`src/design/chained_hash_table_insert_delete_defines.svh`:
```
// ----------------------------------------------------------------------------
// Assertion macros for the chained hash table
// Shared wrappers for the concurrent checks of the block.
// ----------------------------------------------------------------------------
`ifndef CHAINED_HASH_TABLE_INSERT_DELETE_DEFINES_SVH
`define CHAINED_HASH_TABLE_INSERT_DELETE_DEFINES_SVH

// Check that a condition holds at every clock edge out of reset.
`define CHT_ASSERT_AT(lbl, clk, rstn, prop, msg) \
  lbl: assert property (@(posedge clk) disable iff (!(rstn)) (prop)) else $error(msg);

// Check that a condition holds in the cycle after a trigger.
`define CHT_ASSERT_NEXT(lbl, clk, rstn, trig, prop, msg) \
  lbl: assert property (@(posedge clk) disable iff (!(rstn)) (trig) |=> (prop)) \
    else $error(msg);

`endif

```
`src/design/cht_pkg.sv`:
```
// ----------------------------------------------------------------------------
// Chained hash table package
// Types and codes shared by the controller, datapath and top level.
// ----------------------------------------------------------------------------
`default_nettype none

package cht_pkg;

  localparam int VALUE_W  = 31;
  localparam int STATUS_W = 2;

  typedef enum logic {
    KIND_INSERT = 1'b0,
    KIND_REMOVE = 1'b1
  } kind_e;

  typedef enum logic [STATUS_W-1:0] {
    ST_INSERTED  = 2'd0,
    ST_DELETED   = 2'd1,
    ST_NOT_FOUND = 2'd2,
    ST_FULL      = 2'd3
  } status_e;

  typedef enum logic [3:0] {
    S_IDLE,
    S_MOD,
    S_HEAD,
    S_LOAD,
    S_WALK_RD,
    S_WALK_CHK,
    S_REM_RD,
    S_REM_CHK,
    S_FINISH
  } state_e;

  // Commands from controller to datapath
  typedef struct packed {
    logic    load;        // capture the request, start the bucket reduction
    logic    mod_step;    // fold one key digit into the remainder
    logic    load_cur;    // cursor to bucket head, previous to null
    logic    alloc;       // take a free node and write key into it
    logic    head_fresh;  // point the bucket head at the fresh node
    logic    adv;         // previous to cursor, cursor to its link
    logic    tail_link;   // link the chain tail to the fresh node
    logic    rem_hit;     // unlink the cursor node and free it
    logic    set_st;      // record the result code
    status_e st;
    logic    publish;     // move the result code into the output register
  } ctl_cmd_t;

  // Status from datapath to controller
  typedef struct packed {
    kind_e kind;
    logic  mod_last;
    logic  head_nil;
    logic  full;
    logic  link_nil;
    logic  hit;
    logic  out_busy;
  } dp_stat_t;

endpackage

`default_nettype wire

```
`src/design/cht_if.sv`:
```
// ----------------------------------------------------------------------------
// Chained hash table channels
// Request and response valid/ready channels with source and sink views.
// ----------------------------------------------------------------------------
`default_nettype none

interface cht_req_if;
  import cht_pkg::*;
  logic               valid;
  logic               ready;
  logic               kind;
  logic [VALUE_W-1:0] value;

  modport source (output valid, output kind, output value, input ready);
  modport sink   (input valid, input kind, input value, output ready);
endinterface

interface cht_rsp_if;
  import cht_pkg::*;
  logic                valid;
  logic                ready;
  logic [STATUS_W-1:0] status;

  modport source (output valid, output status, input ready);
  modport sink   (input valid, input status, output ready);
endinterface

`default_nettype wire

```
`src/design/chained_hash_table_insert_delete.sv`:
```
// ----------------------------------------------------------------------------
// Chained hash table with insert and remove
// Separate-chaining table over a bounded node pool, one status per request.
// ----------------------------------------------------------------------------
// Usage:
//   req_i carries one transaction per operation: kind (insert or remove) and a
//   31-bit key. rsp_o returns exactly one 2-bit status per request, in order:
//   inserted, deleted, not found or pool full.
//   The key is reduced to its bucket eight bits per cycle, then the chain is
//   walked node by node through the registered read port of the node memory.
//   One operation at a time: a new request is taken once the previous one has
//   handed its status to the output register.
//   Reset: every bucket reads empty and every node is free; no clearing pass
//   is needed, since head validity sits in flip-flops and nodes are handed out
//   from an allocation mark and a free stack.
//   Stall: a status not yet taken holds in the output register; the next
//   request is still accepted and worked on, and its status waits until the
//   register is free.
// ----------------------------------------------------------------------------
`default_nettype none

module chained_hash_table_insert_delete
  import cht_pkg::*;
#(
  parameter int BUCKETS      = 7,
  parameter int POOL_ENTRIES = 64
) (
  input  wire logic   clk_i,
  input  wire logic   rst_ni,
  cht_req_if.sink     req_i,
  cht_rsp_if.source   rsp_o
);

  ctl_cmd_t cmd;
  dp_stat_t stat;

  // Controller: walks the operation through its steps
  cht_ctrl u_ctrl (
    .clk_i       (clk_i),
    .rst_ni      (rst_ni),
    .req_valid_i (req_i.valid),
    .req_ready_o (req_i.ready),
    .stat_i      (stat),
    .cmd_o       (cmd)
  );

  // Datapath: bucket reduction, memories, cursors and output register
  cht_datapath #(
    .BUCKETS      (BUCKETS),
    .POOL_ENTRIES (POOL_ENTRIES)
  ) u_datapath (
    .clk_i        (clk_i),
    .rst_ni       (rst_ni),
    .cmd_i        (cmd),
    .stat_o       (stat),
    .req_kind_i   (req_i.kind),
    .req_value_i  (req_i.value),
    .rsp_ready_i  (rsp_o.ready),
    .rsp_valid_o  (rsp_o.valid),
    .rsp_status_o (rsp_o.status)
  );

endmodule

`default_nettype wire

```
`src/design/cht_ram.sv`:
```
// ----------------------------------------------------------------------------
// Generic single-port-write RAM
// One write port and one read port with registered read data.
// ----------------------------------------------------------------------------
`default_nettype none

module cht_ram #(
  parameter int WIDTH = 8,
  parameter int DEPTH = 16,
  localparam int AW = (DEPTH > 1) ? $clog2(DEPTH) : 1
) (
  input  wire logic             clk_i,
  input  wire logic             we_i,
  input  wire logic [AW-1:0]    waddr_i,
  input  wire logic [WIDTH-1:0] wdata_i,
  input  wire logic [AW-1:0]    raddr_i,
  output logic      [WIDTH-1:0] rdata_o
);

  logic [WIDTH-1:0] mem_q [DEPTH];
  logic [WIDTH-1:0] rdata_q;

  always_ff @(posedge clk_i) begin
    if (we_i) begin
      mem_q[waddr_i] <= wdata_i;
    end
    rdata_q <= mem_q[raddr_i];
  end

  assign rdata_o = rdata_q;

endmodule

`default_nettype wire

```
`src/design/cht_datapath.sv`:
```
// ----------------------------------------------------------------------------
// Chained hash table datapath
// Bucket reduction, head/node/free-stack memories, cursors and result register.
// ----------------------------------------------------------------------------
`default_nettype none
`include "chained_hash_table_insert_delete_defines.svh"

module cht_datapath
  import cht_pkg::*;
#(
  parameter int BUCKETS      = 7,
  parameter int POOL_ENTRIES = 64
) (
  input  wire logic                clk_i,
  input  wire logic                rst_ni,
  input  wire ctl_cmd_t            cmd_i,
  output dp_stat_t                 stat_o,
  input  wire logic                req_kind_i,
  input  wire logic [VALUE_W-1:0]  req_value_i,
  input  wire logic                rsp_ready_i,
  output logic                     rsp_valid_o,
  output logic      [STATUS_W-1:0] rsp_status_o
);

  localparam int NW     = $clog2(POOL_ENTRIES + 1);
  localparam int AW     = (POOL_ENTRIES > 1) ? $clog2(POOL_ENTRIES) : 1;
  localparam int BW     = $clog2(BUCKETS);
  localparam int DIG_W  = 8;
  localparam int DIGITS = (VALUE_W + DIG_W - 1) / DIG_W;
  localparam int PAD_W  = DIGITS * DIG_W;
  localparam int CW     = $clog2(DIGITS);
  localparam int TW     = BW + DIG_W;
  localparam int SH     = TW + BW;
  localparam int MW     = TW + 2;
  localparam logic [NW-1:0] NIL    = NW'(POOL_ENTRIES);
  localparam logic [MW-1:0] RECIP  = MW'(((1 << SH) + BUCKETS - 1) / BUCKETS);
  localparam logic [CW-1:0] LASTB  = CW'(DIGITS - 1);

  logic               kind_q;
  logic [VALUE_W-1:0] key_q;
  logic [PAD_W-1:0]   shift_q;
  logic [CW-1:0]      cnt_q;
  logic [BW-1:0]      rem_q;
  logic [NW-1:0]      cur_q;
  logic [NW-1:0]      prev_q;
  logic [AW-1:0]      fresh_q;
  logic [NW-1:0]      sc_q;
  logic [NW-1:0]      hw_q;
  logic [BUCKETS-1:0] hv_q;
  status_e            st_q;
  logic               out_valid_q;
  status_e            out_status_q;

  logic [TW-1:0]      trial;
  logic [TW+MW-1:0]   prod;
  logic [TW-1:0]      quo;
  logic [TW-1:0]      rem_full;
  logic [BW-1:0]      rem_d;
  logic [NW-1:0]      bkt_rdata;
  logic [NW-1:0]      head;
  logic [NW-1:0]      link_rdata;
  logic [VALUE_W-1:0] val_rdata;
  logic [AW-1:0]      stk_rdata;
  logic [NW-1:0]      sc_dec;
  logic               stack_empty;
  logic               pool_full;
  logic [AW-1:0]      fresh;
  logic               prev_nil;

  logic               link_we;
  logic [AW-1:0]      link_waddr;
  logic [NW-1:0]      link_wdata;
  logic               bkt_we;
  logic [NW-1:0]      bkt_wdata;

  // Remainder by the bucket count, one key digit per step; the quotient of
  // the small partial value comes from an exact reciprocal multiplication
  assign trial    = {rem_q, shift_q[PAD_W-1 -: DIG_W]};
  assign prod     = (TW+MW)'(trial) * (TW+MW)'(RECIP);
  assign quo      = TW'(prod >> SH);
  assign rem_full = trial - TW'(quo * TW'(BUCKETS));
  assign rem_d    = rem_full[BW-1:0];

  assign head        = hv_q[rem_q] ? bkt_rdata : NIL;
  assign sc_dec      = sc_q - NW'(1);
  assign stack_empty = (sc_q == '0);
  assign pool_full   = stack_empty && (hw_q == NIL);
  assign fresh       = stack_empty ? hw_q[AW-1:0] : stk_rdata;
  assign prev_nil    = (prev_q == NIL);

  always_comb begin
    link_we    = 1'b0;
    link_waddr = fresh;
    link_wdata = NIL;
    if (cmd_i.alloc) begin
      link_we = 1'b1;
    end else if (cmd_i.tail_link) begin
      link_we    = 1'b1;
      link_waddr = cur_q[AW-1:0];
      link_wdata = NW'(fresh_q);
    end else if (cmd_i.rem_hit && !prev_nil) begin
      link_we    = 1'b1;
      link_waddr = prev_q[AW-1:0];
      link_wdata = link_rdata;
    end
  end

  assign bkt_we    = cmd_i.head_fresh || (cmd_i.rem_hit && prev_nil);
  assign bkt_wdata = cmd_i.head_fresh ? NW'(fresh) : link_rdata;

  cht_ram #(.WIDTH(NW), .DEPTH(BUCKETS)) u_head_ram (
    .clk_i   (clk_i),
    .we_i    (bkt_we),
    .waddr_i (rem_q),
    .wdata_i (bkt_wdata),
    .raddr_i (rem_q),
    .rdata_o (bkt_rdata)
  );

  cht_ram #(.WIDTH(VALUE_W), .DEPTH(POOL_ENTRIES)) u_value_ram (
    .clk_i   (clk_i),
    .we_i    (cmd_i.alloc),
    .waddr_i (fresh),
    .wdata_i (key_q),
    .raddr_i (cur_q[AW-1:0]),
    .rdata_o (val_rdata)
  );

  cht_ram #(.WIDTH(NW), .DEPTH(POOL_ENTRIES)) u_link_ram (
    .clk_i   (clk_i),
    .we_i    (link_we),
    .waddr_i (link_waddr),
    .wdata_i (link_wdata),
    .raddr_i (cur_q[AW-1:0]),
    .rdata_o (link_rdata)
  );

  cht_ram #(.WIDTH(AW), .DEPTH(POOL_ENTRIES)) u_free_ram (
    .clk_i   (clk_i),
    .we_i    (cmd_i.rem_hit),
    .waddr_i (sc_q[AW-1:0]),
    .wdata_i (cur_q[AW-1:0]),
    .raddr_i (sc_dec[AW-1:0]),
    .rdata_o (stk_rdata)
  );

  // Payload registers
  always_ff @(posedge clk_i) begin
    if (cmd_i.load) begin
      kind_q  <= req_kind_i;
      key_q   <= req_value_i;
      shift_q <= PAD_W'(req_value_i);
      cnt_q   <= '0;
      rem_q   <= '0;
    end else if (cmd_i.mod_step) begin
      shift_q <= shift_q << DIG_W;
      cnt_q   <= cnt_q + CW'(1);
      rem_q   <= rem_d;
    end
    if (cmd_i.load_cur) begin
      cur_q  <= head;
      prev_q <= NIL;
    end else if (cmd_i.adv) begin
      prev_q <= cur_q;
      cur_q  <= link_rdata;
    end
    if (cmd_i.alloc) begin
      fresh_q <= fresh;
    end
    if (cmd_i.set_st) begin
      st_q <= cmd_i.st;
    end
    if (cmd_i.publish) begin
      out_status_q <= st_q;
    end
  end

  // Pool bookkeeping and output valid
  always_ff @(posedge clk_i or negedge rst_ni) begin
    if (!rst_ni) begin
      sc_q        <= '0;
      hw_q        <= '0;
      hv_q        <= '0;
      out_valid_q <= 1'b0;
    end else begin
      if (cmd_i.alloc) begin
        if (stack_empty) begin
          hw_q <= hw_q + NW'(1);
        end else begin
          sc_q <= sc_dec;
        end
      end else if (cmd_i.rem_hit) begin
        sc_q <= sc_q + NW'(1);
      end
      if (cmd_i.head_fresh) begin
        hv_q[rem_q] <= 1'b1;
      end
      if (cmd_i.publish) begin
        out_valid_q <= 1'b1;
      end else if (rsp_ready_i) begin
        out_valid_q <= 1'b0;
      end
    end
  end

  assign stat_o.kind     = kind_e'(kind_q);
  assign stat_o.mod_last = (cnt_q == LASTB);
  assign stat_o.head_nil = (head == NIL);
  assign stat_o.full     = pool_full;
  assign stat_o.link_nil = (link_rdata == NIL);
  assign stat_o.hit      = (val_rdata == key_q);
  assign stat_o.out_busy = out_valid_q && !rsp_ready_i;

  assign rsp_valid_o  = out_valid_q;
  assign rsp_status_o = out_status_q;

  `CHT_ASSERT_AT(a_stack_le_mark, clk_i, rst_ni, (sc_q <= hw_q) && (hw_q <= NIL), "free stack exceeds allocation mark")
  `CHT_ASSERT_AT(a_no_alloc_full, clk_i, rst_ni, !(cmd_i.alloc && pool_full), "node taken from a full pool")
  `CHT_ASSERT_AT(a_hit_node_used, clk_i, rst_ni, !cmd_i.rem_hit || (sc_q != hw_q), "node freed with no node in use")
  `CHT_ASSERT_NEXT(a_publish_shows, clk_i, rst_ni, cmd_i.publish, rsp_valid_o && (rsp_status_o == $past(st_q)), "result not presented")

endmodule

`default_nettype wire

```
`src/design/cht_ctrl.sv`:
```
// ----------------------------------------------------------------------------
// Chained hash table controller
// Sequences reduction, head fetch, chain walk and result hand-off.
// ----------------------------------------------------------------------------
`default_nettype none

module cht_ctrl
  import cht_pkg::*;
(
  input  wire logic     clk_i,
  input  wire logic     rst_ni,
  input  wire logic     req_valid_i,
  output logic          req_ready_o,
  input  wire dp_stat_t stat_i,
  output ctl_cmd_t      cmd_o
);

  state_e state_q, state_d;

  always_ff @(posedge clk_i or negedge rst_ni) begin
    if (!rst_ni) begin
      state_q <= S_IDLE;
    end else begin
      state_q <= state_d;
    end
  end

  // Next state
  always_comb begin
    state_d = state_q;
    unique case (state_q)
      S_IDLE: begin
        if (req_valid_i) state_d = S_MOD;
      end
      S_MOD: begin
        if (stat_i.mod_last) state_d = S_HEAD;
      end
      S_HEAD: state_d = S_LOAD;
      S_LOAD: begin
        if (stat_i.kind == KIND_INSERT) begin
          if (stat_i.full || stat_i.head_nil) state_d = S_FINISH;
          else state_d = S_WALK_RD;
        end else begin
          if (stat_i.head_nil) state_d = S_FINISH;
          else state_d = S_REM_RD;
        end
      end
      S_WALK_RD: state_d = S_WALK_CHK;
      S_WALK_CHK: begin
        if (stat_i.link_nil) state_d = S_FINISH;
        else state_d = S_WALK_RD;
      end
      S_REM_RD: state_d = S_REM_CHK;
      S_REM_CHK: begin
        if (stat_i.hit || stat_i.link_nil) state_d = S_FINISH;
        else state_d = S_REM_RD;
      end
      S_FINISH: begin
        if (!stat_i.out_busy) state_d = S_IDLE;
      end
      default: state_d = S_IDLE;
    endcase
  end

  // Outputs
  always_comb begin
    cmd_o       = '0;
    cmd_o.st    = ST_INSERTED;
    req_ready_o = 1'b0;
    unique case (state_q)
      S_IDLE: begin
        req_ready_o = 1'b1;
        cmd_o.load  = req_valid_i;
      end
      S_MOD: cmd_o.mod_step = 1'b1;
      S_HEAD: ;
      S_LOAD: begin
        cmd_o.load_cur = 1'b1;
        if (stat_i.kind == KIND_INSERT) begin
          if (stat_i.full) begin
            cmd_o.set_st = 1'b1;
            cmd_o.st     = ST_FULL;
          end else begin
            cmd_o.alloc = 1'b1;
            if (stat_i.head_nil) begin
              cmd_o.head_fresh = 1'b1;
              cmd_o.set_st     = 1'b1;
              cmd_o.st         = ST_INSERTED;
            end
          end
        end else if (stat_i.head_nil) begin
          cmd_o.set_st = 1'b1;
          cmd_o.st     = ST_NOT_FOUND;
        end
      end
      S_WALK_RD: ;
      S_WALK_CHK: begin
        if (stat_i.link_nil) begin
          cmd_o.tail_link = 1'b1;
          cmd_o.set_st    = 1'b1;
          cmd_o.st        = ST_INSERTED;
        end else begin
          cmd_o.adv = 1'b1;
        end
      end
      S_REM_RD: ;
      S_REM_CHK: begin
        if (stat_i.hit) begin
          cmd_o.rem_hit = 1'b1;
          cmd_o.set_st  = 1'b1;
          cmd_o.st      = ST_DELETED;
        end else if (stat_i.link_nil) begin
          cmd_o.set_st = 1'b1;
          cmd_o.st     = ST_NOT_FOUND;
        end else begin
          cmd_o.adv = 1'b1;
        end
      end
      S_FINISH: cmd_o.publish = !stat_i.out_busy;
      default: ;
    endcase
  end

endmodule

`default_nettype wire
```
`src/flat_wrapper.sv`:
```
// flat-port wrapper written by rule: the top's interface ports become plain ports
module chained_hash_table_insert_delete_flat import cht_pkg::*;
#(
  parameter int BUCKETS      = 7,
  parameter int POOL_ENTRIES = 64
)
  (clk_i, rst_ni, req_i_valid, req_i_kind, req_i_value, req_i_ready, rsp_o_valid, rsp_o_status, rsp_o_ready);
  cht_req_if req_i_i ();
  cht_rsp_if rsp_o_i ();
  input  wire logic clk_i;
  input  wire logic rst_ni;
  input wire logic [$bits(req_i_i.valid)-1:0] req_i_valid;
  input wire logic [$bits(req_i_i.kind)-1:0] req_i_kind;
  input wire logic [$bits(req_i_i.value)-1:0] req_i_value;
  output wire logic [$bits(req_i_i.ready)-1:0] req_i_ready;
  output wire logic [$bits(rsp_o_i.valid)-1:0] rsp_o_valid;
  output wire logic [$bits(rsp_o_i.status)-1:0] rsp_o_status;
  input wire logic [$bits(rsp_o_i.ready)-1:0] rsp_o_ready;
  assign req_i_i.valid = req_i_valid;
  assign req_i_i.kind = req_i_kind;
  assign req_i_i.value = req_i_value;
  assign req_i_ready = req_i_i.ready;
  assign rsp_o_valid = rsp_o_i.valid;
  assign rsp_o_status = rsp_o_i.status;
  assign rsp_o_i.ready = rsp_o_ready;
  chained_hash_table_insert_delete #(.BUCKETS(BUCKETS), .POOL_ENTRIES(POOL_ENTRIES)) u_core (.clk_i(clk_i), .rst_ni(rst_ni), .req_i(req_i_i), .rsp_o(rsp_o_i));
endmodule
```
`config.mk`:
```
export PLATFORM = sky130hd
export DESIGN_NAME = chained_hash_table_insert_delete_flat
export DESIGN_NICKNAME = d
export VERILOG_FILES = /design/src/design/cht_pkg.sv /design/src/design/cht_if.sv /design/src/design/chained_hash_table_insert_delete.sv /design/src/design/cht_ram.sv /design/src/design/cht_datapath.sv /design/src/design/cht_ctrl.sv /design/src/flat_wrapper.sv
export VERILOG_INCLUDE_DIRS = /design/src /design/src/design
export SDC_FILE = /design/constraint.sdc
export NUM_CORES = 2
export LEC_CHECK = 0
export CAP_MARGIN = 25
export CORE_MARGIN = 5
export CORE_UTILIZATION = 50
export DETAILED_ROUTE_END_ITERATION = 7
export DONT_BUFFER_PORTS = 1
export HOLD_SLACK_MARGIN = 0.03
export PLACE_DENSITY = 0.63
export SKIP_LAST_GASP = 1
export SYNTH_ARGS = -nofsm -noshare
export SYNTH_HDL_FRONTEND = slang
export SYNTH_SLANG_ARGS = --single-unit
```
`constraint.sdc`:
```
create_clock -name clk_i -period 18.8 [get_ports clk_i]
set_input_delay 2.82 -clock clk_i [delete_from_list [all_inputs] [get_ports clk_i]]
set_output_delay 2.82 -clock clk_i [all_outputs]
set_load 0.005 [all_outputs]
```
==> flow_metrics.tcl <==
set metrics [dict create \
    final_core_util 0.563 \
    slew_headroom 0.248 \
    vias_per_cell 6.25 \
    initial_utilization 0.502 \
    setup_viol 0 \
    pwr-share-clk 0.316 \
    crit_fanout 65 \
    setup_ws_ns 12.85 \
    clk_path_buf_depth 4 \
    syn-mean-instance-area_um2 23.0 \
    synth_edf_count 2945 \
    synthCells 5112 \
    ys_seq_area_frac 0.767 \
    drive_gt1_frac 0.294 \
    status "complete, no violations" \
    clock_sinks 3035 \
    swShare 0.287 \
    gp_congestion 0.820 \
    clkLatencyLatePin_ns 0.94 \
    synth_cell_types 78 \
    wl_um 285000 \
    p_int_w 0.0132 \
    finalCritPeriodShare 0.317 \
    p_leak_nw 42.1 \
    synth_area_leaders "edfxtp_1 (75%), mux4_2 (18%), dfxtp_1 (1.1%), nor2_1 (0.66%), dfrtp_1 (0.55%)" \
    cts_buffers 317 \
    fillers 17100 \
    grt_use_met3 0.0369 \
    grt.busiest_layer "met2" \
    synthArstFlopShare 0.00857 \
    fin_skew_ns 0.0519 \
    use_met2 0.387 \
    dp_slack_ns 12.29 \
    post_drt_wl_per_cell_um 32.7 \
    post_cts_buffers 0 \
    grt_overflow_total 0 \
    drt_pass1_iterations 6 \
    synth_top_flop_cell "edfxtp_1" \
    comb_power_share 0.249 \
    grt_antenna_before_repair 9 \
    yosysMostFrequentCell "edfxtp_1" \
    vias 54500 \
    track_usage 0.234 \
    core-area_mm2 0.235 \
    grtUsageMet1 0.327 \
    path_clk_slew_ns 0.06 \
    r2r_start "u_core.u_datapath.key_q[18]" \
    hold_slack_ns 0.463 \
    ys_ff_latch 3035 \
    ios 40 \
    yosys_warnings 0 \
    cp_data_required_time_ns 19.40 \
    dieArea_mm2 0.245 \
    rsz0062_at_grt "false" \
    worstHoldEndpoint "u_core.u_datapath.hv_q[2]" \
    switchingPower_w 0.00530 \
    r2r_cells 9 \
    drt_first_iter_violations 6069 \
    grt_pass1_wl_um 409000 \
    io_buffers 0 \
    hold_viol_final 0 \
    synth_common_cells "edfxtp_1 (2,945), mux4_2 (915), nor2_1 (207)" \
    rows 178 \
    yosysTopAreaCellShare 0.751 \
    p_per_area_mw_per_mm2 140 \
    worstHoldStart "u_core.u_datapath.hv_q[2]" \
    syn2layout_area_growth_pct 12.3 \
    cts_tree "built" \
    syn_nets 5215 \
    drc 0 \
    irDropWorstVdd_mv 0.351 \
    drv_cap 0 \
    grt_pass1_vias 55200 \
    postCtsHoldBufs 0 \
    max_freq_ghz 0.168 \
    r2r-end "u_core.u_datapath.u_link_ram.mem_q[13][6]" \
    fin_crit_ns 5.95 \
    ctsHtreeMaxLevel 5 \
    pwr-share-seq 0.434 \
    min_path_cells 1 \
    grt_max_degree 139 \
    postCtsResizedCells 0 \
    nNetsFinal 5445 \
    critical_path_class "reg -> reg" \
    synth_area_mm2 0.118 \
    cts-root-buf "clkbuf_16" \
    end_kind "flip-flop" \
    yosysTopAreaCell "edfxtp_1" \
    ant_nets 0 \
    slew_violations 0 \
    dp_hpwl_um 159000 \
    dieWidth_um 495 \
    worstSetupStartpointType "flip-flop" \
    worst_pin_slew_ns 1.13 \
    r2r_slack_ns 12.85 \
    die_h_um 495 \
    fin_tns_setup_ns 0 \
    min_path_type "reg -> reg" \
    arrival_ns 6.55 \
]
-- routing by layer --
metal / up-vias / share of wire / routed length, um
met5: - / 0.00017 / 49
met4: 8 / 0.031 / 8950
met3: 483 / 0.067 / 19100
met2: 2237 / 0.50 / 143000
met1: 29700 / 0.40 / 114000
li1: 22100 / - / -
-- per-stage QoR --
| step | total power (W) | std cells | instance area, um2 |
|---|---|---|---|
| global placement | 0.0128 | 8151 | 122000 |
| CTS | 0.0187 | 8711 | 132000 |
| global route | 0.0193 | 8720 | 132000 |
| floorplan | 0.0113 | 5112 | 118000 |
| detailed placement | 0.0128 | 8165 | 122000 |
| finish | 0.0185 | 8726 | 132000 |
-- power groups by stage --
stage          combinational, W  sequential [W]  clock (W)
6_report                0.00462         0.00804    0.00585
2_1_floorplan           0.00303         0.00829          0
3_3_place_gp            0.00460         0.00818          0
4_1_cts                 0.00467         0.00804    0.00595
5_1_grt                 0.00501         0.00805    0.00624
3_5_place_dp            0.00465         0.00819          0
-- kinds of logic after synthesis --
kind of cell	after synthesis	share of synthesized area
AO/OA/AOI/OAI	128	0.00757
XOR/XNOR	58	0.00431
adder cells (fa/ha/maj)	67	0.00814
buffers and inverters	313	0.0111
flip-flops	3035	0.767
multiplexers	962	0.180
AND/OR/NAND/NOR	549	0.0218
-- state kept, by name, indices dropped and copies added, names as in the netlist, 31 cells and up --
signal                                 count
u_core.u_datapath.u_head_ram.mem_q        49
u_core.u_datapath.u_free_ram.mem_q       384
u_core.u_datapath.key_q                   31
u_core.u_datapath.u_value_ram.mem_q     1984
u_core.u_datapath.shift_q                 32
u_core.u_datapath.u_link_ram.mem_q       448
u_core.u_datapath.u_value_ram.rdata_o     31
-- cell usage in the layout, fill, tap and decap left out, types with 61 or more instances in the layout --
master,instances
clkbuf_1,82
nor2_1,146
dfxtp_1,64
nor2_4,61
mux4_2,915
clkinv_1,63
nand2_1,147
buf_4,158
clkbuf_16,323
edfxtp_1,2945
-- worst max path at each step --
stage / from / to / slack (ns) / cells after the start
after floorplan: u_core.u_datapath.sc_q[0] / u_core.u_datapath.u_value_ram.mem_q[12][0] / 12.48 / 10
after global placement: u_core.u_datapath.cur_q[0] / u_core.u_datapath.u_value_ram.rdata_o[6] / 12.34 / 7
after detailed placement: u_core.u_datapath.cur_q[0] / u_core.u_datapath.u_value_ram.rdata_o[6] / 12.29 / 7
after CTS: u_core.u_datapath.cur_q[0] / u_core.u_datapath.u_value_ram.rdata_o[6] / 12.22 / 7
after global routing: u_core.u_datapath.cur_q[0] / u_core.u_datapath.u_value_ram.rdata_o[12] / 12.56 / 7
final: u_core.u_datapath.key_q[18] / u_core.u_datapath.u_link_ram.mem_q[13][6] / 12.85 / 9
-- cell type report --
| class | count | area [um2] | area share |
|---|---|---|---|
| Antenna cell | 7 | 17.5 | 0.000133 |
| Sequential cell | 3035 | 90400 | 0.684 |
| Timing Repair Buffer | 178 | 1510 | 0.0114 |
| Tap cell | 3150 | 3940 | 0.0298 |
| Clock inverter | 134 | 1060 | 0.00801 |
| Inverter | 46 | 178 | 0.00134 |
| Clock buffer | 412 | 8490 | 0.0642 |
| Multi-Input combinational cell | 1764 | 26600 | 0.201 |
-- critical path, stage by stage (launching register included) --
cell and delay (ns):
edfxtp_1 0.37, buf_4 0.30, xnor2_1 0.60, nand4_1 0.66
nor4_2 1.07, and3_1 0.55, a221o_2 0.27, nand3b_1 0.62
nor3_1 0.81, buf_2 0.28
(Power assumes the default switching activity.)
